[config.mk]
export PLATFORM = sky130hd
export DESIGN_NAME = ring_leader_election_node_flat
export DESIGN_NICKNAME = d
export VERILOG_FILES = /design/src/hw/rtl/rle_pkg.sv /design/src/hw/rtl/rle_msg_if.sv /design/src/hw/rtl/rle_res_if.sv /design/src/hw/rtl/rle_cfg_if.sv /design/src/hw/rtl/ring_leader_election_node.sv /design/src/hw/rtl/rle_step.sv /design/src/flat_wrapper.sv
export SDC_FILE = /design/constraint.sdc
export NUM_CORES = 1
export LEC_CHECK = 0
export BUFFER_PORTS_ARGS = -buffer_cell sky130_fd_sc_hd__buf_4
export CORE_MARGIN = 10
export CORE_UTILIZATION = 50
export CTS_BUF_LIST = sky130_fd_sc_hd__clkbuf_4 sky130_fd_sc_hd__clkbuf_8
export CTS_CLUSTER_DIAMETER = 40
export CTS_CLUSTER_SIZE = 12
export DETAILED_ROUTE_END_ITERATION = 8
export GPL_ROUTABILITY_DRIVEN = 0
export HOLD_SLACK_MARGIN = 0.03
export PLACE_DENSITY = 0.71
export SETUP_SLACK_MARGIN = 0.05
export SYNTH_ARGS = -nofsm -noshare
export SYNTH_HDL_FRONTEND = slang
export SYNTH_HIERARCHICAL = 1
export SYNTH_SLANG_ARGS = --single-unit
export TNS_END_PERCENT = 20
[constraint.sdc]
create_clock -name clk -period 7.5 [get_ports clk]
set_input_delay 2.25 -clock clk [delete_from_list [all_inputs] [get_ports clk]]
set_output_delay 2.25 -clock clk [all_outputs]
set_load 0.01 [all_outputs]
[src/hw/rtl/rle_pkg.sv]
package rle_pkg;

  localparam int ID_BITS   = 16;
  localparam int MAX_PHASE = 16;
  localparam int KIND_W    = 2;
  localparam int PHASE_W   = 6;
  localparam int HOPS_W    = 18;
  localparam int SPAN_W    = 34;

  localparam logic ACT_START = 1'b0;
  localparam logic ACT_MSG   = 1'b1;

  localparam logic [KIND_W-1:0] KIND_PROBE  = 2'd0;
  localparam logic [KIND_W-1:0] KIND_REPLY  = 2'd1;
  localparam logic [KIND_W-1:0] KIND_LEADER = 2'd2;

  localparam logic signed [HOPS_W-1:0]  HOPS_MAX   = {1'b0, {(HOPS_W-1){1'b1}}};
  localparam logic signed [HOPS_W-1:0]  HOPS_NONE  = '1;
  localparam logic signed [HOPS_W-1:0]  HOPS_ONE   = HOPS_W'(1);
  localparam logic signed [PHASE_W-1:0] PHASE_NONE = '1;
  localparam logic signed [PHASE_W-1:0] PHASE_ZERO = '0;
  localparam logic signed [PHASE_W-1:0] PHASE_MAX  = PHASE_W'(MAX_PHASE);

  typedef struct packed {
    logic                      action;
    logic [KIND_W-1:0]         msg_kind;
    logic [ID_BITS-1:0]        msg_id;
    logic signed [PHASE_W-1:0] msg_phase;
    logic signed [HOPS_W-1:0]  msg_hops;
    logic                      from_right;
  } item_t;

  typedef struct packed {
    logic                      has_message;
    logic                      to_right;
    logic [KIND_W-1:0]         out_kind;
    logic [ID_BITS-1:0]        out_id;
    logic signed [PHASE_W-1:0] out_phase;
    logic signed [HOPS_W-1:0]  out_hops;
    logic                      finished;
    logic [ID_BITS-1:0]        elected_id;
    logic                      last;
  } result_t;

  typedef struct packed {
    logic [ID_BITS-1:0]        max_seen;
    logic                      candidate_valid;
    logic [ID_BITS-1:0]        candidate_id;
    logic                      candidate_from_right;
    logic signed [PHASE_W-1:0] led_phase;
    logic                      reply_count;
    logic                      halted;
  } state_t;

endpackage

[src/hw/rtl/rle_msg_if.sv]
interface rle_msg_if;
  logic                                        valid;
  logic                                        ready;
  logic                                        action;
  logic [rle_pkg::KIND_W-1:0]                  msg_kind;
  logic [rle_pkg::ID_BITS-1:0]                 msg_id;
  logic signed [rle_pkg::PHASE_W-1:0]          msg_phase;
  logic signed [rle_pkg::HOPS_W-1:0]           msg_hops;
  logic                                        from_right;

  modport source (output valid, action, msg_kind, msg_id, msg_phase, msg_hops, from_right,
                  input ready);
  modport sink (input valid, action, msg_kind, msg_id, msg_phase, msg_hops, from_right,
                output ready);
endinterface

[src/hw/rtl/rle_res_if.sv]
interface rle_res_if;
  logic                               valid;
  logic                               ready;
  logic                               has_message;
  logic                               to_right;
  logic [rle_pkg::KIND_W-1:0]         out_kind;
  logic [rle_pkg::ID_BITS-1:0]        out_id;
  logic signed [rle_pkg::PHASE_W-1:0] out_phase;
  logic signed [rle_pkg::HOPS_W-1:0]  out_hops;
  logic                               finished;
  logic [rle_pkg::ID_BITS-1:0]        elected_id;
  logic                               last;

  modport source (output valid, has_message, to_right, out_kind, out_id, out_phase,
                  out_hops, finished, elected_id, last, input ready);
  modport sink (input valid, has_message, to_right, out_kind, out_id, out_phase,
                out_hops, finished, elected_id, last, output ready);
endinterface

[src/hw/rtl/rle_cfg_if.sv]
interface rle_cfg_if;
  logic                        valid;
  logic                        ready;
  logic [rle_pkg::ID_BITS-1:0] data;

  modport source (output valid, data, input ready);
  modport sink (input valid, data, output ready);
endinterface

[src/hw/rtl/ring_leader_election_node.sv]
// An accepted message waits in a pending register; its results then enter the queue.
// Throughput: one transaction per cycle when each yields at most one result
//   and results are taken; two-result transactions are limited by the result port.
// Results queue in a four-entry buffer; input stalls when more than two are waiting.
// Reset (synchronous, active high): clears election state, own_id and the result queue.
module ring_leader_election_node (
  input logic       clk,
  input logic       rst,
  rle_msg_if.sink   msg,
  rle_res_if.source res,
  rle_cfg_if.sink   cfg
);

  localparam int RES_DEPTH = 4;
  localparam int PTR_W     = 2;
  localparam int CNT_W     = 3;

  logic [rle_pkg::ID_BITS-1:0] own_id;
  rle_pkg::state_t             st;
  rle_pkg::state_t             st_next;
  logic                        pend_valid;
  rle_pkg::item_t              pend;
  rle_pkg::result_t            fifo [RES_DEPTH];
  logic [PTR_W-1:0]            wptr;
  logic [PTR_W-1:0]            rptr;
  logic [CNT_W-1:0]            count;
  logic [1:0]                  n_res;
  rle_pkg::result_t            res0;
  rle_pkg::result_t            res1;
  logic                        fire;
  logic                        pop;
  logic                        take;
  rle_pkg::item_t              msg_item;

  assign msg_item.action     = msg.action;
  assign msg_item.msg_kind   = msg.msg_kind;
  assign msg_item.msg_id     = msg.msg_id;
  assign msg_item.msg_phase  = msg.msg_phase;
  assign msg_item.msg_hops   = msg.msg_hops;
  assign msg_item.from_right = msg.from_right;

  rle_step u_step (
    .item    (pend),
    .st      (st),
    .own_id  (own_id),
    .st_next (st_next),
    .n_res   (n_res),
    .res0    (res0),
    .res1    (res1)
  );

  assign fire      = pend_valid && (count <= CNT_W'(2));
  assign msg.ready = !pend_valid || fire;
  assign take      = msg.valid && msg.ready;
  assign res.valid = (count != '0);
  assign pop       = res.valid && res.ready;
  assign cfg.ready = 1'b1;

  assign res.has_message = fifo[rptr].has_message;
  assign res.to_right    = fifo[rptr].to_right;
  assign res.out_kind    = fifo[rptr].out_kind;
  assign res.out_id      = fifo[rptr].out_id;
  assign res.out_phase   = fifo[rptr].out_phase;
  assign res.out_hops    = fifo[rptr].out_hops;
  assign res.finished    = fifo[rptr].finished;
  assign res.elected_id  = fifo[rptr].elected_id;
  assign res.last        = fifo[rptr].last;

  always_ff @(posedge clk) begin
    if (rst) begin
      own_id                  <= '0;
      st.max_seen             <= '0;
      st.candidate_valid      <= 1'b0;
      st.candidate_id         <= '0;
      st.candidate_from_right <= 1'b0;
      st.led_phase            <= rle_pkg::PHASE_NONE;
      st.reply_count          <= 1'b0;
      st.halted               <= 1'b0;
      pend_valid              <= 1'b0;
      wptr                    <= '0;
      rptr                    <= '0;
      count                   <= '0;
    end else begin
      if (cfg.valid) begin
        own_id <= cfg.data;
      end
      if (fire) begin
        st <= st_next;
      end
      if (take) begin
        pend_valid <= 1'b1;
      end else if (fire) begin
        pend_valid <= 1'b0;
      end
      if (fire) begin
        wptr <= wptr + PTR_W'(n_res);
      end
      if (pop) begin
        rptr <= rptr + PTR_W'(1);
      end
      count <= count + CNT_W'(fire ? n_res : 2'd0) - CNT_W'(pop);
    end
  end

  always_ff @(posedge clk) begin
    if (take) begin
      pend <= msg_item;
    end
    if (fire && n_res != 2'd0) begin
      fifo[wptr] <= res0;
    end
    if (fire && n_res == 2'd2) begin
      fifo[wptr + PTR_W'(1)] <= res1;
    end
  end

endmodule

[src/hw/rtl/rle_step.sv]
module rle_step (
  input  rle_pkg::item_t             item,
  input  rle_pkg::state_t            st,
  input  logic [rle_pkg::ID_BITS-1:0] own_id,
  output rle_pkg::state_t            st_next,
  output logic [1:0]                 n_res,
  output rle_pkg::result_t           res0,
  output rle_pkg::result_t           res1
);

  function automatic rle_pkg::result_t mk(
    input logic                               right,
    input logic [rle_pkg::KIND_W-1:0]         kind,
    input logic [rle_pkg::ID_BITS-1:0]        id,
    input logic signed [rle_pkg::PHASE_W-1:0] phase,
    input logic signed [rle_pkg::HOPS_W-1:0]  hops,
    input logic                               fin
  );
    rle_pkg::result_t r;
    r.has_message = 1'b1;
    r.to_right    = right;
    r.out_kind    = kind;
    r.out_id      = id;
    r.out_phase   = phase;
    r.out_hops    = hops;
    r.finished    = fin;
    r.elected_id  = fin ? id : '0;
    r.last        = 1'b0;
    return r;
  endfunction

  logic signed [rle_pkg::SPAN_W-1:0]  span;
  logic signed [rle_pkg::SPAN_W-1:0]  led_span;
  logic signed [rle_pkg::SPAN_W-1:0]  hops_x;
  logic signed [rle_pkg::HOPS_W-1:0]  hops_inc;
  logic signed [rle_pkg::PHASE_W-1:0] phase_inc;
  logic signed [rle_pkg::PHASE_W-1:0] led_inc;
  logic                               fr;
  logic [rle_pkg::ID_BITS-1:0]        id;

  assign fr = item.from_right;
  assign id = item.msg_id;

  assign span = item.msg_phase[rle_pkg::PHASE_W-1] ? '0 :
                (rle_pkg::SPAN_W'(1) << item.msg_phase[rle_pkg::PHASE_W-2:0]);
  assign led_span = st.led_phase[rle_pkg::PHASE_W-1] ? '0 :
                    (rle_pkg::SPAN_W'(1) << st.led_phase[rle_pkg::PHASE_W-2:0]);
  assign hops_x = {{(rle_pkg::SPAN_W-rle_pkg::HOPS_W){item.msg_hops[rle_pkg::HOPS_W-1]}},
                   item.msg_hops};
  assign hops_inc  = (item.msg_hops >= rle_pkg::HOPS_MAX) ? rle_pkg::HOPS_MAX :
                     item.msg_hops + rle_pkg::HOPS_ONE;
  assign phase_inc = (item.msg_phase >= rle_pkg::PHASE_MAX) ? rle_pkg::PHASE_MAX :
                     item.msg_phase + rle_pkg::PHASE_W'(1);
  assign led_inc   = (st.led_phase >= rle_pkg::PHASE_MAX) ? rle_pkg::PHASE_MAX :
                     st.led_phase + rle_pkg::PHASE_W'(1);

  always_comb begin
    st_next = st;
    n_res   = 2'd0;
    res0    = '0;
    res1    = '0;
    if (!st.halted) begin
      if (item.action == rle_pkg::ACT_START) begin
        st_next.max_seen = own_id;
        res0  = mk(1'b0, rle_pkg::KIND_PROBE, own_id, rle_pkg::PHASE_ZERO,
                   rle_pkg::HOPS_ONE, 1'b0);
        res1  = mk(1'b1, rle_pkg::KIND_PROBE, own_id, rle_pkg::PHASE_ZERO,
                   rle_pkg::HOPS_ONE, 1'b0);
        n_res = 2'd2;
      end else begin
        unique case (item.msg_kind)
          rle_pkg::KIND_PROBE: begin
            if (st.candidate_valid && fr != st.candidate_from_right &&
                st.candidate_id == id) begin
              st_next.halted = 1'b1;
              res0  = mk(1'b0, rle_pkg::KIND_LEADER, id, rle_pkg::PHASE_NONE,
                         rle_pkg::HOPS_NONE, 1'b1);
              res1  = mk(1'b1, rle_pkg::KIND_LEADER, id, rle_pkg::PHASE_NONE,
                         rle_pkg::HOPS_NONE, 1'b1);
              n_res = 2'd2;
            end else begin
              st_next.candidate_valid      = 1'b1;
              st_next.candidate_id         = id;
              st_next.candidate_from_right = fr;
              if (id == own_id) begin
                res0  = mk(1'b0, rle_pkg::KIND_LEADER, id, rle_pkg::PHASE_NONE,
                           rle_pkg::HOPS_NONE, 1'b0);
                n_res = 2'd1;
              end else if (id >= st.max_seen) begin
                st_next.max_seen = id;
                n_res = 2'd1;
                if (hops_x < span && !(st.led_phase != rle_pkg::PHASE_NONE &&
                                       (span - hops_x) <= led_span)) begin
                  res0 = mk(!fr, rle_pkg::KIND_PROBE, id, item.msg_phase, hops_inc, 1'b0);
                end else begin
                  res0 = mk(fr, rle_pkg::KIND_REPLY, id, item.msg_phase,
                            rle_pkg::HOPS_NONE, 1'b0);
                end
              end
            end
          end
          rle_pkg::KIND_REPLY: begin
            if (id >= st.max_seen) begin
              if (id != own_id) begin
                res0  = mk(!fr, rle_pkg::KIND_REPLY, id, item.msg_phase, item.msg_hops, 1'b0);
                n_res = 2'd1;
              end else if (!st.reply_count) begin
                st_next.reply_count = 1'b1;
              end else begin
                st_next.reply_count = 1'b0;
                st_next.led_phase   = led_inc;
                res0  = mk(1'b0, rle_pkg::KIND_PROBE, id, phase_inc, rle_pkg::HOPS_ONE, 1'b0);
                res1  = mk(1'b1, rle_pkg::KIND_PROBE, id, phase_inc, rle_pkg::HOPS_ONE, 1'b0);
                n_res = 2'd2;
              end
            end
          end
          rle_pkg::KIND_LEADER: begin
            st_next.halted = 1'b1;
            n_res = 2'd1;
            if (id != own_id) begin
              res0 = mk(!fr, rle_pkg::KIND_LEADER, id, item.msg_phase, item.msg_hops, 1'b1);
            end else begin
              res0.finished   = 1'b1;
              res0.elected_id = id;
            end
          end
          default: begin
          end
        endcase
      end
    end
    res0.last = (n_res == 2'd1);
    res1.last = 1'b1;
  end

endmodule
[src/flat_wrapper.sv]
// flat-port wrapper written by rule: the top's interface ports become plain ports
module ring_leader_election_node_flat 
  (clk, rst, msg_valid, msg_action, msg_msg_kind, msg_msg_id, msg_msg_phase, msg_msg_hops, msg_from_right, msg_ready, res_valid, res_has_message, res_to_right, res_out_kind, res_out_id, res_out_phase, res_out_hops, res_finished, res_elected_id, res_last, res_ready, cfg_valid, cfg_data, cfg_ready);
  rle_msg_if msg_i ();
  rle_res_if res_i ();
  rle_cfg_if cfg_i ();
  input logic clk;
  input logic rst;
  input wire logic [$bits(msg_i.valid)-1:0] msg_valid;
  input wire logic [$bits(msg_i.action)-1:0] msg_action;
  input wire logic [$bits(msg_i.msg_kind)-1:0] msg_msg_kind;
  input wire logic [$bits(msg_i.msg_id)-1:0] msg_msg_id;
  input wire logic [$bits(msg_i.msg_phase)-1:0] msg_msg_phase;
  input wire logic [$bits(msg_i.msg_hops)-1:0] msg_msg_hops;
  input wire logic [$bits(msg_i.from_right)-1:0] msg_from_right;
  output wire logic [$bits(msg_i.ready)-1:0] msg_ready;
  output wire logic [$bits(res_i.valid)-1:0] res_valid;
  output wire logic [$bits(res_i.has_message)-1:0] res_has_message;
  output wire logic [$bits(res_i.to_right)-1:0] res_to_right;
  output wire logic [$bits(res_i.out_kind)-1:0] res_out_kind;
  output wire logic [$bits(res_i.out_id)-1:0] res_out_id;
  output wire logic [$bits(res_i.out_phase)-1:0] res_out_phase;
  output wire logic [$bits(res_i.out_hops)-1:0] res_out_hops;
  output wire logic [$bits(res_i.finished)-1:0] res_finished;
  output wire logic [$bits(res_i.elected_id)-1:0] res_elected_id;
  output wire logic [$bits(res_i.last)-1:0] res_last;
  input wire logic [$bits(res_i.ready)-1:0] res_ready;
  input wire logic [$bits(cfg_i.valid)-1:0] cfg_valid;
  input wire logic [$bits(cfg_i.data)-1:0] cfg_data;
  output wire logic [$bits(cfg_i.ready)-1:0] cfg_ready;
  assign msg_i.valid = msg_valid;
  assign msg_i.action = msg_action;
  assign msg_i.msg_kind = msg_msg_kind;
  assign msg_i.msg_id = msg_msg_id;
  assign msg_i.msg_phase = msg_msg_phase;
  assign msg_i.msg_hops = msg_msg_hops;
  assign msg_i.from_right = msg_from_right;
  assign msg_ready = msg_i.ready;
  assign res_valid = res_i.valid;
  assign res_has_message = res_i.has_message;
  assign res_to_right = res_i.to_right;
  assign res_out_kind = res_i.out_kind;
  assign res_out_id = res_i.out_id;
  assign res_out_phase = res_i.out_phase;
  assign res_out_hops = res_i.out_hops;
  assign res_finished = res_i.finished;
  assign res_elected_id = res_i.elected_id;
  assign res_last = res_i.last;
  assign res_i.ready = res_ready;
  assign cfg_i.valid = cfg_valid;
  assign cfg_i.data = cfg_data;
  assign cfg_ready = cfg_i.ready;
  ring_leader_election_node u_core (.clk(clk), .rst(rst), .msg(msg_i), .res(res_i), .cfg(cfg_i));
endmodule
==> flow_summary.json <==
{
  "place.port_buffers": 128,
  "setup_slack_ns": 0.537,
  "crit_arrival_ns": 7.48,
  "grt_pass1_wl_um": 94600,
  "netlist_area_um2": 22700,
  "finalHoldViolCount": 0,
  "seq_area_frac_synth": 0.445,
  "cts_tree": "yes",
  "clk_path_buf_depth": 3,
  "die_height_um": 233,
  "p_switching_uw": 1990,
  "fin_skew_ns": 0.0426,
  "cts_setup_buffers": 0,
  "path_max_fanout": 12,
  "fill_cells": 3695,
  "drc": 0,
  "totalPowerFinal_uw": 6220,
  "critPathKind": "flip-flop to flip-flop",
  "stdcell_area_um2": 25400,
  "placed_area_um2": 24000,
  "async_flop_share": 0,
  "fin_cells": 2655,
  "dpl.hpwl_um": 40300,
  "synth-main-ff-cell": "edfxtp_1",
  "max_stage_delay_ns": 0.50,
  "swShare": 0.320,
  "syn_to_final_growth_pct": 11.6,
  "ff_latch_area_um2": 10100,
  "layout_common_cells": "edfxtp_1, mux2_2, buf_4",
  "wire_per_inst_um": 23.3,
  "final_common_cell": "edfxtp_1",
  "start_util": 0.503,
  "synth_edf_count": 292,
  "period_needed_ns": 6.96,
  "seqPwrFrac": 0.402,
  "utilization": 0.562,
  "dp_slack_ns": 0.570,
  "die-width_um": 233,
  "p_per_area_nw_per_um2": 245,
  "syn_nets": 2102,
  "dp.cells": 2549,
  "clk_latency_ns": 0.68,
  "synth_area_per_cell_um2": 11.8,
  "crit_required_ns": 8.02,
  "pwr-share-comb": 0.278,
  "start_kind": "flip-flop",
  "pin_count": 130,
  "vias": 16500,
  "min_path_cells": 2,
  "nets": 2174,
  "pwr-share-clk": 0.320,
  "htreeDepth": 2,
  "layout-drive-gt1-share": 0.307,
  "p_int_uw": 4230,
  "grt_max_degree": 95,
  "power_leakage_uw": 0.0100,
  "setup_viol": 0,
  "rr_worst_depth": 28,
  "grt.overflow.total": 0,
  "timing.critical_path.mode_cell": "a21o_1",
  "ant_nets": 0,
  "dieArea_um2": 54400,
  "antenna_found_initial": 1,
  "slew_headroom": 0.245,
  "ys_types": 81,
  "grt_pass1_vias": 16400,
  "clk_pin_slew_ns": 0.07,
  "critical_path.endpoint_type": "flip-flop",
  "core.rowCount": 78,
  "rsz0062_at_grt": "false",
  "vias_per_cell": 6.20,
  "grt_use_total": 0.221,
  "vdd_drop_max_v": 0.000142,
  "status": "finished clean",
  "first_pass_iters": 7,
  "drt_wl_total_um": 61700,
  "yosysWarnings": 6,
  "netlist_instances": 1935,
  "drt-initial-drc-count": 1800,
  "clock_sinks": 360,
  "cp_slowest_cell": "edfxtp_1",
  "drv_slew": 0,
  "min_path_type": "flip-flop to flip-flop",
  "multi_input_area_um2": 11700,
  "fmax_mhz": 144,
  "clock-root-buffer": "clkbuf_8",
  "numCtsBuffers": 56,
  "worst_pin_slew_ns": 1.13,
  "cap_violations": 0,
  "synth_seq_cells": 360,
  "post-route-period-util": 0.928,
  "core_area_um2": 45200
}
[power by group through the flow]
| stage | Sequential (uW) | Clock [uW] | Combinational, uW |
|---|---|---|---|
| floorplan | 2440 | 0 | 1200 |
| global placement | 2540 | 0 | 1690 |
| detailed placement | 2550 | 0 | 1710 |
| CTS | 2500 | 2030 | 1720 |
| global route | 2520 | 2110 | 1860 |
| finish | 2500 | 1990 | 1730 |
[through the flow]
step / setup TNS, ns / hold WS, ns
3_5_place_dp: 0 / 0.488
2_1_floorplan: -14.59 / 0.450
6_report: 0 / 0.499
3_3_place_gp: 0 / 0.476
4_1_cts: 0 / 0.497
5_1_grt: 0 / 0.529
[area by class of cell]
| class | instances | area share |
|---|---|---|
| Sequential cell | 360 | 0.399 |
| Inverter | 66 | 0.00976 |
| Multi-Input combinational cell | 1362 | 0.460 |
| Clock buffer | 60 | 0.0315 |
| Tap cell | 600 | 0.0296 |
| Clock inverter | 45 | 0.0217 |
| Antenna cell | 1 | 0.0000986 |
| Timing Repair Buffer | 161 | 0.0476 |
[sequential cells by signal, indices dropped and copies added (netlist names), named ones only]
signal             count
u_core/count           3
u_core/fifo          248
u_core/own_id         16
u_core/pend           44
u_core/pend_valid      1
u_core/rptr            2
u_core/st             42
u_core/wptr            2
[final timing paths]
path	to	from	slack (ns)
max	u_core/fifo[3][20]	u_core/pend[22]	0.54
min	u_core/st[32]	u_core/st[32]	0.50
max reg2reg	u_core/fifo[3][20]	u_core/pend[22]	0.54
min reg2reg	u_core/st[32]	u_core/st[32]	0.50
[synth_stat cells (all sizes together) (21+ instances only)]
cell / n / area [um^2]
inv: 66 / 248
edfxtp: 292 / 8770
xnor2: 28 / 245
o21ai: 86 / 434
xor2: 34 / 298
clkbuf: 61 / 239
nor2: 116 / 440
and2: 45 / 284
nand4: 25 / 163
a21o: 43 / 324
dfxtp: 68 / 1360
ha: 100 / 1250
o22a: 30 / 263
mux2: 268 / 3240
nor3: 21 / 115
nand2: 84 / 318
a21oi: 124 / 636
buf: 86 / 543
nand3: 73 / 370
mux4: 62 / 1400
and3: 23 / 145
a22o: 32 / 280
[worst max-delay path, delay by kind of cell, from the launching register on]
family	cells	cell delay, ns
fa+ha+maj	2	0.60
compound gates	19	4.00
flops	1	0.50
buf+inv	1	0.27
simple gates	5	1.22
mux	1	0.22
[metal layers]
layer | global-route usage | vias up | part of all wire
met3 | 0.0355 | 115 | 0.072
met1 | 0.286 | 8188 | 0.42
met4 | 0.0763 | 0 | 0.027
met5 | 0 | - | 0
li1 | - | 7461 | -
met2 | 0.371 | 703 | 0.48
[repair_timing]
item,in CTS,in global routing
hold buffers,0,0
endpoints found under the setup margin,0,70
resized for setup,0,6
[kinds of logic after synthesis]
family / count (synthesis) / synth area share
adders and majority gates: 102 / 0.0568
other: 3 / 0.000495
and+or+nand+nor: 438 / 0.0963
DFF: 360 / 0.445
muxes: 348 / 0.212
buffers and inverters: 213 / 0.0453
xor gates and xnor gates: 62 / 0.0239
AOI/OAI and AO/OA: 409 / 0.120
(Power assumes the default switching activity.)
